### config.mk
export PLATFORM = sky130hd
export DESIGN_NAME = rtp_h264_packetizer_unit_flat
export DESIGN_NICKNAME = d
export VERILOG_FILES = /design/src/rtl/rhp_pkg.sv /design/src/rtl/rhp_if.sv /design/src/rtl/rhp_plan.sv /design/src/rtl/rhp_emit.sv /design/src/rtl/rtp_h264_packetizer_unit.sv /design/src/flat_wrapper.sv
export SDC_FILE = /design/constraint.sdc
export NUM_CORES = 1
export LEC_CHECK = 0
export ABC_CLOCK_PERIOD_IN_PS = 16200
export BUFFER_PORTS_ARGS = -buffer_cell sky130_fd_sc_hd__buf_2
export CAP_MARGIN = 40
export CORE_ASPECT_RATIO = 0.8
export CORE_MARGIN = 5
export CORE_UTILIZATION = 60
export CTS_BUF_LIST = sky130_fd_sc_hd__clkbuf_2
export CTS_CLUSTER_DIAMETER = 40
export CTS_CLUSTER_SIZE = 40
export DETAILED_ROUTE_END_ITERATION = 10
export GPL_TIMING_DRIVEN = 0
export PLACE_DENSITY = 0.89
export SETUP_SLACK_MARGIN = 0.4
export SYNTH_ARGS = -nofsm -noshare
export SYNTH_HDL_FRONTEND = slang
export SYNTH_HIERARCHICAL = 1
export SYNTH_SLANG_ARGS = --single-unit
### constraint.sdc
create_clock -name clk -period 16.2 [get_ports clk]
set_input_delay 1.62 -clock clk [delete_from_list [all_inputs] [get_ports clk]]
set_output_delay 1.62 -clock clk [all_outputs]
set_load 0.01 [all_outputs]
### src/rtl/rhp_pkg.sv
package rhp_pkg;

	// Default build sizes
	localparam int MAX_PACKET_BYTES_DEF = 1500;
	localparam int LENGTH_BITS_DEF      = 24;

	// Field widths fixed by the channel definitions
	localparam int NAL_LEN_W    = 24;
	localparam int CFG_DATA_W   = 32;
	localparam int CFG_IDX_W    = 2;
	localparam int CFG_MTU_W    = 11;

	// Packet layout
	localparam int MIN_PACKET   = 64;
	localparam int HDR_BYTES    = 12;
	localparam int FU_OVERHEAD  = 14;
	localparam int IDX_FU_IND   = 12;
	localparam int IDX_FU_HDR   = 13;
	localparam int IDX_FU_DATA  = 14;
	localparam int IDX_W        = 4;

	localparam logic [7:0] RTP_V2_BYTE = 8'h80;
	localparam logic [4:0] FU_A_TYPE   = 5'd28;
	localparam logic [6:0] PT_RESET    = 7'd96;
	localparam logic [10:0] MTU_RESET  = 11'd1500;

	typedef enum logic [CFG_IDX_W-1:0] {
		CFG_SSRC       = 2'd0,
		CFG_PT         = 2'd1,
		CFG_MAX_PACKET = 2'd2,
		CFG_TS_STEP    = 2'd3
	} cfg_idx_t;

	typedef struct packed {
		logic [31:0]          ssrc;
		logic [6:0]           rtp_pt;
		logic [CFG_MTU_W-1:0] max_packet;
		logic [31:0]          timestamp_step;
	} cfg_t;

	// One packet-byte job: optional header prefix, then one NAL byte
	typedef struct packed {
		logic        hdr;
		logic        fu;
		logic        marker;
		logic [6:0]  pt;
		logic [15:0] seq;
		logic [31:0] ts;
		logic [31:0] ssrc;
		logic [7:0]  fu_ind;
		logic [7:0]  fu_hdr;
		logic [7:0]  data;
		logic        last;
	} job_t;

endpackage

### src/rtl/rhp_if.sv
interface rhp_nal_if;
	logic        valid;
	logic        ready;
	logic        kind;
	logic [7:0]  data_byte;
	logic [23:0] nal_length;
	logic        end_marker;

	modport source (output valid, kind, data_byte, nal_length, end_marker, input ready);
	modport sink (input valid, kind, data_byte, nal_length, end_marker, output ready);
endinterface

interface rhp_pkt_if;
	logic       valid;
	logic       ready;
	logic [7:0] packet_byte;
	logic       packet_last;

	modport source (output valid, packet_byte, packet_last, input ready);
	modport sink (input valid, packet_byte, packet_last, output ready);
endinterface

### src/rtl/rhp_plan.sv
module rhp_plan #(
	parameter int MAX_PACKET_BYTES = rhp_pkg::MAX_PACKET_BYTES_DEF,
	parameter int LENGTH_BITS      = rhp_pkg::LENGTH_BITS_DEF
) (
	input  logic          clk,
	input  logic          arst_n,
	input  rhp_pkg::cfg_t cfg,
	input  logic          accept,
	input  logic          kind,
	input  logic [7:0]    data_byte,
	input  logic [23:0]   nal_length,
	input  logic          end_marker,
	output logic          job_valid,
	output rhp_pkg::job_t job
);
	import rhp_pkg::*;

	localparam int MTU_BITS = $clog2(MAX_PACKET_BYTES + 1);
	localparam int MW = (MTU_BITS > CFG_MTU_W) ? MTU_BITS : CFG_MTU_W;
	localparam int LW = (LENGTH_BITS < NAL_LEN_W) ? LENGTH_BITS : NAL_LEN_W;
	localparam int CW = ((LW > MW) ? LW : MW) + 1;

	logic [15:0]   seq_q;
	logic [31:0]   ts_q;
	logic [LW-1:0] rem_q;
	logic [MW-1:0] fill_q;
	logic          frag_q;
	logic [7:0]    fu_ind_q;
	logic [4:0]    utype_q;
	logic          first_q;
	logic          marker_q;

	logic [MW-1:0] mp;
	logic [MW-1:0] mtu;
	logic [MW-1:0] maxc;
	logic [LW-1:0] n_raw;
	logic [LW-1:0] n_eff;
	logic [LW-1:0] rem_first;
	logic [LW-1:0] rem_dec;
	logic [MW-1:0] fill_inc;
	logic          fits;
	logic          end_frag;
	logic          frag_last;

	// Clamp the packet limit and derive the fragment payload size
	assign mp   = MW'(cfg.max_packet);
	assign mtu  = (mp < MW'(MIN_PACKET)) ? MW'(MIN_PACKET) :
		(mp > MW'(MAX_PACKET_BYTES)) ? MW'(MAX_PACKET_BYTES) : mp;
	assign maxc = mtu - MW'(FU_OVERHEAD);

	// Length of a starting NAL; zero counts as one
	assign n_raw     = nal_length[LW-1:0];
	assign n_eff     = (n_raw == '0) ? LW'(1) : n_raw;
	assign rem_first = n_eff - LW'(1);
	assign fits      = (CW'(n_eff) + CW'(HDR_BYTES)) <= CW'(mtu);

	assign rem_dec   = rem_q - LW'(1);
	assign fill_inc  = fill_q + MW'(1);
	assign end_frag  = CW'(rem_q) <= CW'(maxc);
	assign frag_last = (rem_dec == '0) || (fill_inc >= maxc);

	// Decide the job for this transaction
	always_comb begin
		job_valid  = 1'b0;
		job.hdr    = 1'b0;
		job.fu     = 1'b0;
		job.marker = 1'b0;
		job.pt     = cfg.rtp_pt;
		job.seq    = seq_q;
		job.ts     = ts_q;
		job.ssrc   = cfg.ssrc;
		job.fu_ind = fu_ind_q;
		job.fu_hdr = {first_q, end_frag, 1'b0, utype_q};
		job.data   = data_byte;
		job.last   = 1'b0;
		if (!kind) begin
			if (rem_q == '0) begin
				if (fits) begin
					job_valid  = 1'b1;
					job.hdr    = 1'b1;
					job.marker = end_marker;
					job.last   = (rem_first == '0);
				end
			end else if (!frag_q) begin
				job_valid = 1'b1;
				job.last  = (rem_dec == '0);
			end else begin
				job_valid  = 1'b1;
				job.hdr    = (fill_q == '0);
				job.fu     = (fill_q == '0);
				job.marker = marker_q && end_frag;
				job.last   = frag_last;
			end
		end
	end

	// Advance stream state on each accepted transaction
	always_ff @(posedge clk or negedge arst_n) begin
		if (!arst_n) begin
			seq_q    <= '0;
			ts_q     <= '0;
			rem_q    <= '0;
			fill_q   <= '0;
			frag_q   <= 1'b0;
			fu_ind_q <= '0;
			utype_q  <= '0;
			first_q  <= 1'b0;
			marker_q <= 1'b0;
		end else if (accept) begin
			if (job_valid && job.hdr) begin
				seq_q <= seq_q + 16'd1;
			end
			if (kind) begin
				ts_q <= ts_q + cfg.timestamp_step;
			end else if (rem_q == '0) begin
				marker_q <= end_marker;
				rem_q    <= rem_first;
				if (fits) begin
					frag_q <= 1'b0;
				end else begin
					frag_q   <= 1'b1;
					fu_ind_q <= {data_byte[7:5], FU_A_TYPE};
					utype_q  <= data_byte[4:0];
					first_q  <= 1'b1;
					fill_q   <= '0;
				end
			end else if (!frag_q) begin
				rem_q <= rem_dec;
			end else begin
				if (fill_q == '0) begin
					first_q <= 1'b0;
				end
				rem_q  <= rem_dec;
				fill_q <= frag_last ? '0 : fill_inc;
			end
		end
	end

endmodule

### src/rtl/rhp_emit.sv
module rhp_emit (
	input  logic          clk,
	input  logic          arst_n,
	input  logic          accept,
	input  logic          job_valid,
	input  rhp_pkg::job_t job,
	output logic          take_ready,
	rhp_pkt_if.source     pkt
);
	import rhp_pkg::*;

	logic             job_valid_s1;
	job_t             job_s1;
	logic [IDX_W-1:0] idx_q;
	logic             out_valid_q;
	logic [7:0]       out_byte_q;
	logic             out_last_q;

	logic       load;
	logic       at_data;
	logic [7:0] cur_byte;

	// Current byte of the held job
	always_comb begin
		if (!job_s1.hdr) begin
			at_data = 1'b1;
		end else if (job_s1.fu) begin
			at_data = (idx_q == IDX_W'(IDX_FU_DATA));
		end else begin
			at_data = (idx_q == IDX_W'(HDR_BYTES));
		end
	end

	always_comb begin
		if (at_data) begin
			cur_byte = job_s1.data;
		end else begin
			case (idx_q)
				4'd0:    cur_byte = RTP_V2_BYTE;
				4'd1:    cur_byte = {job_s1.marker, job_s1.pt};
				4'd2:    cur_byte = job_s1.seq[15:8];
				4'd3:    cur_byte = job_s1.seq[7:0];
				4'd4:    cur_byte = job_s1.ts[31:24];
				4'd5:    cur_byte = job_s1.ts[23:16];
				4'd6:    cur_byte = job_s1.ts[15:8];
				4'd7:    cur_byte = job_s1.ts[7:0];
				4'd8:    cur_byte = job_s1.ssrc[31:24];
				4'd9:    cur_byte = job_s1.ssrc[23:16];
				4'd10:   cur_byte = job_s1.ssrc[15:8];
				4'd11:   cur_byte = job_s1.ssrc[7:0];
				4'd12:   cur_byte = job_s1.fu_ind;
				4'd13:   cur_byte = job_s1.fu_hdr;
				default: cur_byte = job_s1.data;
			endcase
		end
	end

	assign load       = job_valid_s1 && (!out_valid_q || pkt.ready);
	assign take_ready = !job_valid_s1 || (load && at_data);

	// Hold the job and step through its bytes
	always_ff @(posedge clk or negedge arst_n) begin
		if (!arst_n) begin
			job_valid_s1 <= 1'b0;
			idx_q        <= '0;
		end else if (accept) begin
			job_valid_s1 <= job_valid;
			idx_q        <= '0;
		end else if (load) begin
			if (at_data) begin
				job_valid_s1 <= 1'b0;
			end else begin
				idx_q <= idx_q + IDX_W'(1);
			end
		end
	end

	always_ff @(posedge clk) begin
		if (accept) begin
			job_s1 <= job;
		end
	end

	// Output register
	always_ff @(posedge clk or negedge arst_n) begin
		if (!arst_n) begin
			out_valid_q <= 1'b0;
		end else if (load) begin
			out_valid_q <= 1'b1;
		end else if (pkt.ready) begin
			out_valid_q <= 1'b0;
		end
	end

	always_ff @(posedge clk) begin
		if (load) begin
			out_byte_q <= cur_byte;
			out_last_q <= at_data && job_s1.last;
		end
	end

	assign pkt.valid       = out_valid_q;
	assign pkt.packet_byte = out_byte_q;
	assign pkt.packet_last = out_last_q;

endmodule

### src/rtl/rtp_h264_packetizer_unit.sv
// RTP packetizer for H.264 NAL units with FU-A fragmentation.
// nal_in takes one transaction per NAL byte (kind 0) or per frame tick
// (kind 1); the NAL length and marker request are sampled on a NAL's
// first byte. pkt_out delivers RTP packet bytes, packet_last on the final
// byte of each packet. Registers are written through cfg_write, cfg_index
// and cfg_data: 0 SSRC, 1 payload type, 2 packet size limit, 3 timestamp
// step per tick. The user must do so only while the block is idle; the
// block does not enforce it. Each transaction is decoded combinationally
// into a byte job, held in a job register and shifted out through an
// output register. A NAL body byte yields one packet byte; a byte that
// opens a packet is sent after the RTP header, plus FU indicator and FU
// header for FU-A, one byte per cycle while pkt_out is ready. Ticks and
// the absorbed header byte of a fragmented NAL emit nothing. Reset clears
// sequence number, timestamp and NAL progress, and loads the register
// defaults. When pkt_out stalls, the output register holds, the job
// register fills and nal_in.ready drops until the job drains.
module rtp_h264_packetizer_unit #(
	parameter int MAX_PACKET_BYTES = rhp_pkg::MAX_PACKET_BYTES_DEF,
	parameter int LENGTH_BITS      = rhp_pkg::LENGTH_BITS_DEF
) (
	input  logic                             clk,
	input  logic                             arst_n,
	rhp_nal_if.sink                          nal_in,
	rhp_pkt_if.source                        pkt_out,
	input  logic                             cfg_write,
	input  logic [rhp_pkg::CFG_IDX_W-1:0]    cfg_index,
	input  logic [rhp_pkg::CFG_DATA_W-1:0]   cfg_data
);
	import rhp_pkg::*;

	cfg_t cfg_q;
	logic accept;
	logic take_ready;
	logic job_valid;
	job_t job;

	// Configuration registers
	always_ff @(posedge clk or negedge arst_n) begin
		if (!arst_n) begin
			cfg_q.ssrc           <= '0;
			cfg_q.rtp_pt         <= PT_RESET;
			cfg_q.max_packet     <= MTU_RESET;
			cfg_q.timestamp_step <= '0;
		end else if (cfg_write) begin
			case (cfg_idx_t'(cfg_index))
				CFG_SSRC:       cfg_q.ssrc           <= cfg_data;
				CFG_PT:         cfg_q.rtp_pt         <= cfg_data[6:0];
				CFG_MAX_PACKET: cfg_q.max_packet     <= cfg_data[CFG_MTU_W-1:0];
				CFG_TS_STEP:    cfg_q.timestamp_step <= cfg_data;
				default:        cfg_q.ssrc           <= cfg_q.ssrc;
			endcase
		end
	end

	assign nal_in.ready = take_ready;
	assign accept       = nal_in.valid && take_ready;

	rhp_plan #(
		.MAX_PACKET_BYTES(MAX_PACKET_BYTES),
		.LENGTH_BITS     (LENGTH_BITS)
	) u_plan (
		.clk       (clk),
		.arst_n    (arst_n),
		.cfg       (cfg_q),
		.accept    (accept),
		.kind      (nal_in.kind),
		.data_byte (nal_in.data_byte),
		.nal_length(nal_in.nal_length),
		.end_marker(nal_in.end_marker),
		.job_valid (job_valid),
		.job       (job)
	);

	rhp_emit u_emit (
		.clk       (clk),
		.arst_n    (arst_n),
		.accept    (accept),
		.job_valid (job_valid),
		.job       (job),
		.take_ready(take_ready),
		.pkt       (pkt_out)
	);

endmodule

### src/flat_wrapper.sv
// flat-port wrapper written by rule: the top's interface ports become plain ports
module rtp_h264_packetizer_unit_flat import rhp_pkg::*;
#(
	parameter int MAX_PACKET_BYTES = rhp_pkg::MAX_PACKET_BYTES_DEF,
	parameter int LENGTH_BITS      = rhp_pkg::LENGTH_BITS_DEF
)
  (clk, arst_n, cfg_write, cfg_index, cfg_data, nal_in_valid, nal_in_kind, nal_in_data_byte, nal_in_nal_length, nal_in_end_marker, nal_in_ready, pkt_out_valid, pkt_out_packet_byte, pkt_out_packet_last, pkt_out_ready);
  rhp_nal_if nal_in_i ();
  rhp_pkt_if pkt_out_i ();
  input  logic clk;
  input  logic arst_n;
  input  logic cfg_write;
  input  logic [rhp_pkg::CFG_IDX_W-1:0] cfg_index;
  input  logic [rhp_pkg::CFG_DATA_W-1:0] cfg_data;
  input wire logic [$bits(nal_in_i.valid)-1:0] nal_in_valid;
  input wire logic [$bits(nal_in_i.kind)-1:0] nal_in_kind;
  input wire logic [$bits(nal_in_i.data_byte)-1:0] nal_in_data_byte;
  input wire logic [$bits(nal_in_i.nal_length)-1:0] nal_in_nal_length;
  input wire logic [$bits(nal_in_i.end_marker)-1:0] nal_in_end_marker;
  output wire logic [$bits(nal_in_i.ready)-1:0] nal_in_ready;
  output wire logic [$bits(pkt_out_i.valid)-1:0] pkt_out_valid;
  output wire logic [$bits(pkt_out_i.packet_byte)-1:0] pkt_out_packet_byte;
  output wire logic [$bits(pkt_out_i.packet_last)-1:0] pkt_out_packet_last;
  input wire logic [$bits(pkt_out_i.ready)-1:0] pkt_out_ready;
  assign nal_in_i.valid = nal_in_valid;
  assign nal_in_i.kind = nal_in_kind;
  assign nal_in_i.data_byte = nal_in_data_byte;
  assign nal_in_i.nal_length = nal_in_nal_length;
  assign nal_in_i.end_marker = nal_in_end_marker;
  assign nal_in_ready = nal_in_i.ready;
  assign pkt_out_valid = pkt_out_i.valid;
  assign pkt_out_packet_byte = pkt_out_i.packet_byte;
  assign pkt_out_packet_last = pkt_out_i.packet_last;
  assign pkt_out_i.ready = pkt_out_ready;
  rtp_h264_packetizer_unit #(.MAX_PACKET_BYTES(MAX_PACKET_BYTES), .LENGTH_BITS(LENGTH_BITS)) u_core (.clk(clk), .arst_n(arst_n), .nal_in(nal_in_i), .pkt_out(pkt_out_i), .cfg_write(cfg_write), .cfg_index(cfg_index), .cfg_data(cfg_data));
endmodule
==> impl_metrics.json <==
{
  "run_status": "finished, final reports clean",
  "top_level_ports": 84,
  "p_seq_frac": 0.462,
  "clock_latency_ns": 0.93,
  "maxCapViolations": 0,
  "synthDominantCellAreaShare": 0.259,
  "grt.total_usage": 0.278,
  "start_util": 0.614,
  "overflow": 0,
  "min_path_type": "reg2reg",
  "gp_congestion": 0.981,
  "path_max_fanout": 9,
  "relSlewSlack": 0.329,
  "syn_area_mm2": 0.0168,
  "tns_ns": 0,
  "final-max-slew-violation-count": 0,
  "clk_pin_slew_ns": 0.26,
  "port-buffer-count": 72,
  "holdPathEnd": "u_core/u_emit/job_s1[10]$_DFFE_PP_",
  "p_leak_nw": 7.74,
  "clk_path_buf_depth": 3,
  "ys_seq_elements": 307,
  "dieArea_mm2": 0.0315,
  "synth_largest_area_cell": "dfrtp_1",
  "swShare": 0.367,
  "first_iter_violations": 1670,
  "netlist_top_cells_area": "dfrtp_1 (26%), edfxtp_1 (22%), ha_1 (5.9%), mux2_2 (5.8%), buf_4 (2.9%)",
  "clkPwrFrac": 0.215,
  "htreeDepth": 2,
  "intPower_mw": 1.48,
  "power_frac_comb": 0.323,
  "power.net_switching_uw": 857,
  "ys_warn_count": 6,
  "synth.distinct_cells": 84,
  "max_freq_ghz": 0.196,
  "drt-total-wl_um": 45100,
  "finalCriticalPeriod_ns": 5.11,
  "grt_setup_unrepaired": "no",
  "clock-sinks": 307,
  "startpoint_type": "input pin",
  "finalNetCount": 1795,
  "numCtsBuffers": 35,
  "max_slew.worst_pin.slew_ns": 0.993,
  "multiInputGateArea_mm2": 0.00760,
  "grt_pass1_wl_um": 69500,
  "layout_common_cells": "dfrtp_1 (174), edfxtp_1 (124), nand2_1 (104), nor2_1 (99), buf_2 (94)",
  "ant_nets": 0,
  "dp_cells": 1969,
  "required_ns": 16.86,
  "arrival_ns": 5.77,
  "hpwl_um": 33400,
  "wl_per_cell_um": 22.2,
  "cts_resized": 0,
  "die_width_um": 197,
  "drive_above_1_share": 0.210,
  "r2r-start": "u_core/cfg_q[36]$_DFFE_PN1P_",
  "area_growth_pct": 8.88,
  "ctsHoldBuffers": 0,
  "finalNonFillerCells": 2035,
  "cts_root_buf": "clkbuf_2",
  "fillers": 2052,
  "peakVddDrop_uv": 107,
  "yosysSeqAreaShare": 0.494,
  "setup_violations": 0,
  "holdPathStages": 0,
  "synth_edf_count": 124,
  "post_cts_buffers": 0,
  "worstHoldStart": "u_core/u_plan/utype_q[1]$_DFFE_PN0P_",
  "layout_commonest_cell": "dfrtp_1",
  "rows": 54,
  "grt_pass1_vias": 12500,
  "r2r-end": "u_core/u_plan/fill_q[7]$_DFFE_PN0P_",
  "cts_tree": "done",
  "rrSetupSlack_ns": 11.40,
  "async_reset_ff_frac": 0.596,
  "syn_inst": 1527,
  "vias": 13100,
  "die_h_um": 160,
  "hold_viol_final": 0,
  "powerDensity_mw_per_mm2": 127,
  "fin_crit_sh": 0.315,
  "critPathCaptureType": "flop",
  "core_region_area_mm2": 0.0274,
  "first_pass_iters": 8,
  "grt_max_degree": 101,
  "worstRegToRegCells": 20,
  "antenna_found_initial": 6,
  "via_per_inst": 6.45,
  "avgSynthCellArea_um2": 11.0,
  "path_class": "in2reg",
  "clock_skew_ns": 0.125,
  "ff_latch_area_mm2": 0.00831,
  "drc": 0,
  "ys_dominant_reg_cell": "dfrtp_1"
}
## flip-flops by register name, indices dropped and copies added, names as in the netlist, 4 cells and up
| register | cells |
|---|---|
| u_core/u_emit/job_s1 | 115 |
| u_core/u_emit/idx_q | 4 |
| u_core/u_emit/pkt.packet_byte | 8 |
| u_core/u_plan/rem_q | 24 |
| u_core/u_plan/fu_ind_q | 4 |
| u_core/u_plan/seq_q | 16 |
| u_core/u_plan/utype_q | 5 |
| u_core/u_plan/fill_q | 11 |
| u_core/u_plan/ts_q | 32 |
| u_core/cfg_q | 82 |
## worst max-delay path by stage
stage	start	endpoint
3_3_place_gp	pkt_out_ready	u_core/u_plan/ts_q[24]$_DFFE_PN0P_
2_1_floorplan	pkt_out_ready	u_core/u_plan/ts_q[3]$_DFFE_PN0P_
4_1_cts	nal_in_nal_length[2]	u_core/u_plan/fill_q[7]$_DFFE_PN0P_
6_report	nal_in_nal_length[2]	u_core/u_emit/job_s1[0]$_DFFE_PP_
3_5_place_dp	nal_in_nal_length[2]	u_core/u_plan/fill_q[7]$_DFFE_PN0P_
5_1_grt	nal_in_nal_length[2]	u_core/u_plan/fill_q[6]$_DFFE_PN0P_
## stage by stage
stage          hold slack (ns)  total power, mW   util  cell area [um2]  worst slack, ns
2_1_floorplan            0.419             1.59      -            16800             9.98
4_1_cts                  0.476             2.32  0.668            18300            11.28
5_1_grt                  0.482             2.46  0.668            18300            10.93
3_5_place_dp             0.435             1.82  0.646            17700            10.37
3_3_place_gp             0.425             1.77  0.644            17700             7.73
6_report                 0.473             2.34  0.668            18300            11.09
## synth_stat cells, types with 8 or more instances
master and n:
a22oi_1 19, nor2b_1 17, a211oi_1 11, a21o_1 23, o21bai_1 10, buf_4 65
xnor2_1 50, and3_1 15, dfstp_2 9, ha_1 79, o22a_1 14, o21a_1 15
nand4_1 19, nand3_1 42, nand2b_1 13, clkbuf_1 32, nand2_1 104, nor3_1 25
or4_1 8, nand3b_1 9, a31oi_1 16, buf_2 22, dfrtp_1 174, o21ai_0 80
a22o_1 15, edfxtp_1 124, mux2_1 10, a221oi_1 8, nor4_1 13, inv_1 43
or3_1 9, xor2_1 43, mux2_2 87, nor2_1 99, a32oi_1 9, o211ai_1 10
a21oi_1 68, mux2i_1 12
## metal layers
layer  up-vias  part of all wire  routed length (um)  global-route usage
li1       5845                 -                   -                   -
met1      6404              0.42               18800               0.419
met2       748              0.42               19100               0.396
met3       113              0.13                5940              0.0819
met4         8             0.026                1160              0.0706
met5         -            0.0012                  53                   0
## area by class of cell
type | count | share of cell area
diodes | 2 | 0.000273
plain buffers | 125 | 0.0412
clock buffers | 37 | 0.0101
clock inverters | 27 | 0.0221
inverters | 44 | 0.00901
multi-input cells | 1053 | 0.415
flip-flops and latches | 307 | 0.454
well taps | 364 | 0.0249
repair buffers | 76 | 0.0237
## critical path, stage by stage
cell      delay [ns]
clkbuf_1        0.20
or4_1           0.60
or4_1           0.44
nor2_1          0.10
a21o_1          0.29
inv_1           0.13
ha_1            0.24
nand2b_1        0.18
nand3b_1        0.23
or3_1           0.25
nor4_1          0.08
xnor2_1         0.50
nand4_1         0.20
nor3_1          0.17
nand3_1         0.19
a21oi_1         0.32
## kinds of logic after synthesis
kind of cell / after synthesis / share of synthesized area
AOI/OAI and AO/OA: 356 / 0.144
xor gates and xnor gates: 93 / 0.0484
adders and majority gates: 80 / 0.0599
buffers and inverters: 169 / 0.0547
DFF: 307 / 0.494
muxes: 110 / 0.0734
other: 1 / 0.000223
and+or+nand+nor: 411 / 0.125
## power by group through the flow
stage	Combinational (mW)	Sequential, mW	Clock [mW]
3_5_place_dp	0.729	1.09	0
5_1_grt	0.825	1.09	0.542
4_1_cts	0.734	1.07	0.512
2_1_floorplan	0.552	1.04	0
6_report	0.754	1.08	0.503
3_3_place_gp	0.683	1.09	0
Note: power is estimated with default switching activity, not from simulation.
